$ cat src/rtl/core/surface_normal_unit_vector_unit_defines.svh
// assertion macros for the surface normal unit
`ifndef SURFACE_NORMAL_UNIT_VECTOR_UNIT_DEFINES_SVH
`define SURFACE_NORMAL_UNIT_VECTOR_UNIT_DEFINES_SVH

// condition must hold in the same cycle
`define SNUV_ASSERT_NOW(label, clk, rst, ante, cons, msg) \
  label: assert property (@(posedge clk) disable iff (rst) (ante) |-> (cons)) \
    else $error(msg);

// condition must hold in the following cycle
`define SNUV_ASSERT_NEXT(label, clk, rst, ante, cons, msg) \
  label: assert property (@(posedge clk) disable iff (rst) (ante) |=> (cons)) \
    else $error(msg);

`endif

$ cat src/rtl/core/snuv_pkg.sv
// shared types and constants of the surface normal unit
package snuv_pkg;

  localparam int IN_W       = 16;
  localparam int FRAC_BITS  = 14;
  localparam int OUT_W      = 16;
  localparam int LANES      = 3;
  localparam int PROD_W     = 2 * IN_W;
  localparam int VEC_W      = PROD_W + 1;
  localparam int MAG_W      = PROD_W;
  localparam int SQ_W       = 2 * MAG_W;
  localparam int Q_W        = 2 * FRAC_BITS + 3;
  localparam int DIV_STEPS  = Q_W;
  localparam int RAD_W      = Q_W + 1;
  localparam int ROOT_W     = RAD_W / 2;
  localparam int SQRT_STEPS = ROOT_W;
  localparam int REM_W      = ROOT_W + 2;

  localparam logic signed [OUT_W-1:0] UNIT_ONE = OUT_W'(1 << FRAC_BITS);

  typedef enum logic [1:0] {
    MODE_NONE  = 2'd0,
    MODE_LINE  = 2'd1,
    MODE_PLANE = 2'd2,
    MODE_SPACE = 2'd3
  } mode_t;

  typedef logic [SQ_W-1:0] sq_t;
  typedef logic [LANES-1:0][SQ_W-1:0] sq_vec_t;
  typedef logic [LANES-1:0][Q_W-1:0] quo_vec_t;
  typedef logic [LANES-1:0][ROOT_W-1:0] root_vec_t;

  typedef struct packed {
    logic signed [IN_W-1:0] col1_x;
    logic signed [IN_W-1:0] col1_y;
    logic signed [IN_W-1:0] col1_z;
    logic signed [IN_W-1:0] col2_x;
    logic signed [IN_W-1:0] col2_y;
    logic signed [IN_W-1:0] col2_z;
    logic                   last_point;
  } in_item_t;

  typedef struct packed {
    logic signed [OUT_W-1:0] normal_x;
    logic signed [OUT_W-1:0] normal_y;
    logic signed [OUT_W-1:0] normal_z;
    logic                    area_zero;
    logic                    last_out;
  } out_item_t;

  // per-request information that rides alongside the arithmetic
  typedef struct packed {
    mode_t            mode;
    logic             last;
    logic             zero;
    logic [LANES-1:0] neg;
  } side_t;

endpackage

$ cat src/rtl/core/snuv_sqrt.sv
// integer square root, one root bit per stage
module snuv_sqrt (
  input  logic                clk,
  input  logic                rst,
  input  logic                en,
  input  logic                in_valid,
  input  snuv_pkg::side_t     in_side,
  input  snuv_pkg::quo_vec_t  in_rad,
  output logic                out_valid,
  output snuv_pkg::side_t     out_side,
  output snuv_pkg::root_vec_t out_root
);
  import snuv_pkg::*;

  typedef logic [LANES-1:0][RAD_W-1:0]  rad_vec_t;
  typedef logic [LANES-1:0][REM_W-1:0]  rem_vec_t;

  logic [SQRT_STEPS-1:0] vld;
  side_t                 side_r   [SQRT_STEPS];
  rad_vec_t              rad_r    [SQRT_STEPS];
  rem_vec_t              rem_r    [SQRT_STEPS];
  root_vec_t             root_r   [SQRT_STEPS];
  rad_vec_t              rad_src  [SQRT_STEPS];
  rem_vec_t              rem_src  [SQRT_STEPS];
  root_vec_t             root_src [SQRT_STEPS];
  rad_vec_t              rad_next [SQRT_STEPS];
  rem_vec_t              rem_next [SQRT_STEPS];
  root_vec_t             root_next[SQRT_STEPS];

  // stage sources
  always_comb begin
    for (int l = 0; l < LANES; l++) begin
      rad_src[0][l]  = RAD_W'(in_rad[l]);
      rem_src[0][l]  = '0;
      root_src[0][l] = '0;
    end
    for (int k = 1; k < SQRT_STEPS; k++) begin
      rad_src[k]  = rad_r[k-1];
      rem_src[k]  = rem_r[k-1];
      root_src[k] = root_r[k-1];
    end
  end

  // bring down two radicand bits and try root*4+1
  always_comb begin
    logic [REM_W+1:0] trial;
    logic [REM_W+1:0] sub;
    for (int k = 0; k < SQRT_STEPS; k++) begin
      for (int l = 0; l < LANES; l++) begin
        trial = {rem_src[k][l], rad_src[k][l][RAD_W-1 -: 2]};
        sub   = (REM_W+2)'({root_src[k][l], 2'b01});
        rad_next[k][l] = rad_src[k][l] << 2;
        if (trial >= sub) begin
          rem_next[k][l]  = REM_W'(trial - sub);
          root_next[k][l] = {root_src[k][l][ROOT_W-2:0], 1'b1};
        end else begin
          rem_next[k][l]  = REM_W'(trial);
          root_next[k][l] = {root_src[k][l][ROOT_W-2:0], 1'b0};
        end
      end
    end
  end

  // valid bits
  always_ff @(posedge clk) begin
    if (rst) begin
      vld <= '0;
    end else if (en) begin
      vld <= {vld[SQRT_STEPS-2:0], in_valid};
    end
  end

  // stage registers
  always_ff @(posedge clk) begin
    if (en) begin
      rad_r     <= rad_next;
      rem_r     <= rem_next;
      root_r    <= root_next;
      side_r[0] <= in_side;
      for (int k = 1; k < SQRT_STEPS; k++) begin
        side_r[k] <= side_r[k-1];
      end
    end
  end

  assign out_valid = vld[SQRT_STEPS-1];
  assign out_side  = side_r[SQRT_STEPS-1];
  assign out_root  = root_r[SQRT_STEPS-1];

endmodule

$ cat config.mk
export PLATFORM = sky130hd
export DESIGN_NAME = snuv_sqrt
export DESIGN_NICKNAME = d
export VERILOG_FILES = /design/src/rtl/core/surface_normal_unit_vector_unit_defines.svh /design/src/rtl/core/snuv_pkg.sv /design/src/rtl/core/snuv_sqrt.sv
export SDC_FILE = /design/constraint.sdc
export NUM_CORES = 2
export LEC_CHECK = 0
export BUFFER_PORTS_ARGS = -buffer_cell sky130_fd_sc_hd__buf_4
export CAP_MARGIN = 20
export CORE_MARGIN = 2
export CORE_UTILIZATION = 25
export DETAILED_ROUTE_END_ITERATION = 6
export GPL_ROUTABILITY_DRIVEN = 0
export GPL_TIMING_DRIVEN = 0
export SYNTH_ARGS = -nofsm -noshare
export SYNTH_HDL_FRONTEND = slang
export SYNTH_SLANG_ARGS = --single-unit
$ cat constraint.sdc
create_clock -name clk -period 5.61 [get_ports clk]
set_clock_uncertainty 0.2 [all_clocks]
set_input_delay 1.122 -clock clk [delete_from_list [all_inputs] [get_ports clk]]
set_output_delay 1.122 -clock clk [all_outputs]
set_load 0.02 [all_outputs]
Yosys cells after proc, flatten, opt, wreduce, memory -nomap -nowiden
Memories as Yosys holds them, arrays and structs flattened.
Cells that the tools add are included.

operators by class
  equality and inequality tests = 0
  $add $sub $neg = 45
  bitwise logic cells = 0
  reductions and logical operators = 0
  shift-type cells = 0
  div/mod/pow operators = 0
  $lt $le $gt $ge = 48
  mux-type cells = 95
  $mul = 0

operators by type and width
  cell                            number
  two-way mux 18 bit              42
  >= comparator 20 x 10 -> 1 bit  3
  >= comparator 20 x 11 -> 1 bit  3
  >= comparator 20 x 12 -> 1 bit  3
  >= comparator 20 x 13 -> 1 bit  3
  >= comparator 20 x 14 -> 1 bit  3
  >= comparator 20 x 15 -> 1 bit  3
  >= comparator 20 x 16 -> 1 bit  3
  >= comparator 20 x 17 -> 1 bit  3
  >= comparator 20 x 3 -> 1 bit   3
  >= comparator 20 x 4 -> 1 bit   3
  >= comparator 20 x 5 -> 1 bit   3
  >= comparator 20 x 6 -> 1 bit   3
  >= comparator 20 x 7 -> 1 bit   3
  >= comparator 20 x 8 -> 1 bit   3
  >= comparator 20 x 9 -> 1 bit   3
  subtractor 18 x 10 -> 18 bit    3
  subtractor 18 x 11 -> 18 bit    3
  subtractor 18 x 12 -> 18 bit    3
  subtractor 18 x 13 -> 18 bit    3
  subtractor 18 x 14 -> 18 bit    3
  subtractor 18 x 15 -> 18 bit    3
  subtractor 18 x 16 -> 18 bit    3
  subtractor 18 x 4 -> 18 bit     3
  other kinds (9)                 77

storage, ports and cells
  input port bits = 104
  latch bits = 0
  memories kept = 1
  logic and storage cells = 331
  register bits after elaboration = 1906
  memory bits (read-only) = 0
  output and inout bits = 56
  memory bits (writable) = 112

memories
  memory  depth  bits a word  rd ports  clocked after memory_dff  write ports  line             RTL
  side_r  16     7            16        0                         16           snuv_sqrt.sv:19  side_t side_r [SQRT_STEPS];

Logic depth before layout (Yosys ltp)
  depth after elaboration = 2
  depth in mapped cells = 12
  mapped depth without buffers = 12

Least setup slack after synthesis
No wires, ideal clock.

  path kind = reg-to-reg
  start = register rem_r[198] (netlist bit)
  end = register rem_r[158] (netlist bit) (data pin)
  library setup time = 254 ps
  data required time = 5156 ps
  arrival time = 2510 ps
  clock period less this slack = 2964 ps
  path slack = 2646 ps
  cell stages (with the launch flop) = 11
  buffers on the path = 2
  cell sequence = edfxtp_1 ha_1 nor2b_1 o21ai_0 nand2b_1 a311oi_2 o31ai_1 or4_1 buf_2 buf_2 o21a_1

RTL lines
  item                      line             RTL
  start: declaration        snuv_sqrt.sv:21  rem_vec_t rem_r [SQRT_STEPS];
  start signal: assignment  snuv_sqrt.sv:77  rem_r <= rem_next;

Worst setup path after layout
  start = input en
  end = register rem_r[104] (netlist bit), enable pin

RTL lines
  item                line            RTL
  start: declaration  snuv_sqrt.sv:5  input logic en,

No word-level cell between the ends.

==> results.md <==
- Die extent in x: between 500 and 600 um
- Worst relative slew slack: a little over a quarter
- Cell family with most CP delay: buffers and inverters
- Area growth, synth to finish: 16.8%
- Reg clk slew, reported paths: about 60 ps
- Die height: a little under 600 um
- Antenna Nets Post-Route: 0
- Synth Flop Type: edfxtp_1
- Reg2Reg Depth: 10
- Dpl cells: between 10000 and 15000
- CP most frequent cell: buf_16
- Gates resized, CTS repair: 0
- Crit Path Class: input port to flop
- FP Rows: about 220
- NetSw: between 9 and 10 mW
- Clock power frac: 38.0%
- Status: completed
- Commonest non-fill, non-tap cells in the layout: edfxtp_1 (1957), inv_1 (548), nor2_1 (466)
- Initial Util: around a quarter
- Number of synthesized flops with an enable pin: roughly 2000
- CP endpoint kind: flop
- Fmax achieved: 243 MHz
- Share of cells above drive strength 1: about a tenth
- Seq cells post-synth: ~2000
- Yosys cell types: between 90 and 100
- Hold path endpoint: side_r[1][17]
- Sequential share of the synthesized area: between 60% and 70%
- Layout fillers: 34444
- Worst path bufs/invs: 5
- Max stage delay on crit path: between 700 and 800 ps
- Routed wire per std cell: approximately 14 um
- Reg2reg setup slack: 1940 ps
- Port buffer count: roughly 160
- First-pass GRT wire length: roughly 260 mm
- Hold path cells: 0
- Crit-path cells: buf_16 > buf_16 > buf_16 > buf_16 > buf_16
- Hold Crit Class: flop to flop
- Leak: approximately 38 nW
- Grt ovf: 0
- Dpl cell area: ~95000 sq um
- Final hold viol count: 0
- CTS tree: built
- Starting DRT DRC Count: roughly 3200
- Total negative setup slack: 0 ps
- Commonest non-fill, non-tap cell in the layout: edfxtp_1
- Share of Yosys cell area claimed by the top area cell type: roughly two thirds
- Root Driver: clkbuf_16
- Design area: 102000 sq um
- H-tree depth: 4
- Top cells by area, synth: edfxtp_1 (67%), ha_1 (6.5%), xnor2_1 (2.7%), xor2_1 (2.5%), inv_1 (2.4%)
- DRT Wirelength: 163 mm
- Largest net degree at the start of global routing: slightly below 200
- Final period utilization: roughly three quarters
- Initial antenna violation count: 8
- Power per standard cell area: 378 nW/um^2
- GRT Overall Usage: between 8 and 9%
- Die footprint: approximately 350000 sq um
- CTS buffer count: roughly 230
- Internal Power: a little under 30 mW
- Setup Buffers After CTS: 0
- Hold Slack: roughly 170 ps
- # hold bufs at CTS: 0
- Syn_area_per_cell: 13.8 sq um
- Via count: roughly 49000
- Critical Path RT: between 5000 and 6000 ps
- Fin crit period: about 4100 ps
- RSZ-0062 raised after global routing: no
- Final Setup Violations: 0
- Worst slew pin tran: 1110 ps
- Worst Setup Start Kind: input port
- Arrival @ worst endpoint: 4440 ps
- Netlist Area Pre-Place: slightly below 90000 sq um
- FF-to-FF Start: root_r[432]
- Vias per cell: around 4.3
- Bufs on Longest Clock Path: 4
- Clk sink count: 1973
- Reg2reg end: rem_r[434]
- CORE AREA: between 300000 and 400000 sq um
- Ports: 160
- Sequential Power Share: around half
- Yosys warnings: 0
- First-pass DRT Iterations: 5
- Layout Cells excl Fill: ~12000
- Placed wire-length estimate: roughly 110 mm
- Largest area contributor in the netlist: edfxtp_1
- Fraction of registers with async set/reset: 0%
- Final core occ: between 20 and 30%
- Crit-path slowest cell: buf_16
- Nets@finish: between 7000 and 8000
- Max-Cap Viols: 0
- Hold path startpoint: side_r[1][10]
- Comb power frac: 12.7%
- Post-Synthesis Cells: 6356
- Worst skew pair latency: approximately 900 ps
- Switching Fraction: about a quarter
- Fin. max-slew vios: 0
- Crit-path max FO: 198
- Peak supply drop: 0.000267 V
- Drt drc: 0
- Vias in the first global route: approximately 50000
power by group through the flow:
stage / Combinational (mW) / Sequential, mW / Clock, mW
after floorplan: 3.56 / 19.0 / 0
after global placement: 4.61 / 19.8 / 0
after detailed placement: 4.84 / 19.4 / 0
after CTS: 4.88 / 19.1 / 15.3
after global routing: 5.51 / 19.2 / 15.9
final: 4.90 / 19.1 / 14.7
area by class of cell:
cell class              count  area, sq um  share of cell area (%)
diodes                      3         7.51                 0.00734
plain buffers              77          354                   0.346
clock buffers             257         5770                    5.65
clock inverters           156         1680                    1.65
inverters                 554         2080                    2.03
multi-input cells        3754        26000                    25.4
flip-flops and latches   1973        59100                    57.8
well taps                4599         5750                    5.63
repair buffers            169         1510                    1.48
sequential cells by signal (all words and copies together), names as in the netlist:
name and flops:
out_root 48, rad_next 630, rad_r 90, rem_r 717
root_r 360, side_r 112, vld 16
cells by family after synthesis:
family / after synthesis / share of synthesized area [%]
multiplexers: 102 / 1.26
other: 1 / 0.00429
adder cells (fa/ha/maj): 453 / 6.48
XOR/XNOR: 520 / 5.20
flip-flops: 1973 / 67.5
AND/OR/NAND/NOR: 1543 / 8.76
buffers and inverters: 631 / 2.78
AO/OA/AOI/OAI: 1133 / 8.00
worst max path at each step:
stage                    start        endpoint  slack (ps)  depth (start not counted)
finish                      en      rem_r[104]        1490                          5
global route                en    out_root[41]        1220                          5
CTS                         en  rad_next[1038]        1520                          5
detailed placement          en    out_root[32]         520                          5
global placement            en      rem_r[102]      -14460                          1
floorplan           rem_r[198]      rem_r[158]        2650                         10
cells in the mapped netlist (11+ instances only):
cell / instances
or2_2: 36
nand3_1: 82
or4_1: 30
dfxtp_1: 16
xor2_1: 252
o21bai_1: 14
inv_1: 548
a21oi_1: 375
mux2i_1: 36
ha_1: 453
o211ai_1: 18
nand4_1: 51
o21a_1: 94
nor4_1: 64
a21o_1: 114
clkbuf_1: 34
nor3_1: 143
xnor2_1: 268
edfxtp_1: 1957
nor2_1: 466
o31ai_1: 43
a31oi_1: 24
nor2b_1: 62
nand2b_1: 97
mux2_2: 65
o21ai_0: 290
buf_2: 31
a21boi_0: 11
and3_1: 30
nor3b_1: 13
a211oi_1: 28
and2_1: 19
nand2_1: 321
or3_1: 71
worst register-to-register path, cell delays in order, from the launching register on:
cell	delay, ps
edfxtp_1	480
inv_1	70
ha_1	350
nor2b_1	140
o21ai_0	100
a21oi_1	200
o21ai_0	170
a211oi_1	700
nor2_1	240
buf_2	250
o21ai_0	490
layer usage:
layer	global-route usage, %	up-vias	wire, um	part of all wire, %
li1	-	24280	-	-
met1	11.4	23323	72900	45
met2	14.8	1152	75300	46
met3	1.68	363	7970	4.9
met4	3.72	2	6340	3.9
met5	0	-	13	0.0080
per-stage QoR:
step / power (mW) / setup WS, ps
after floorplan: 22.5 / 2650
after global placement: 24.4 / -14460
after detailed placement: 24.2 / 520
after CTS: 39.3 / 1520
after global routing: 40.6 / 1220
final: 38.6 / 1490
(Power assumes the default switching activity.)
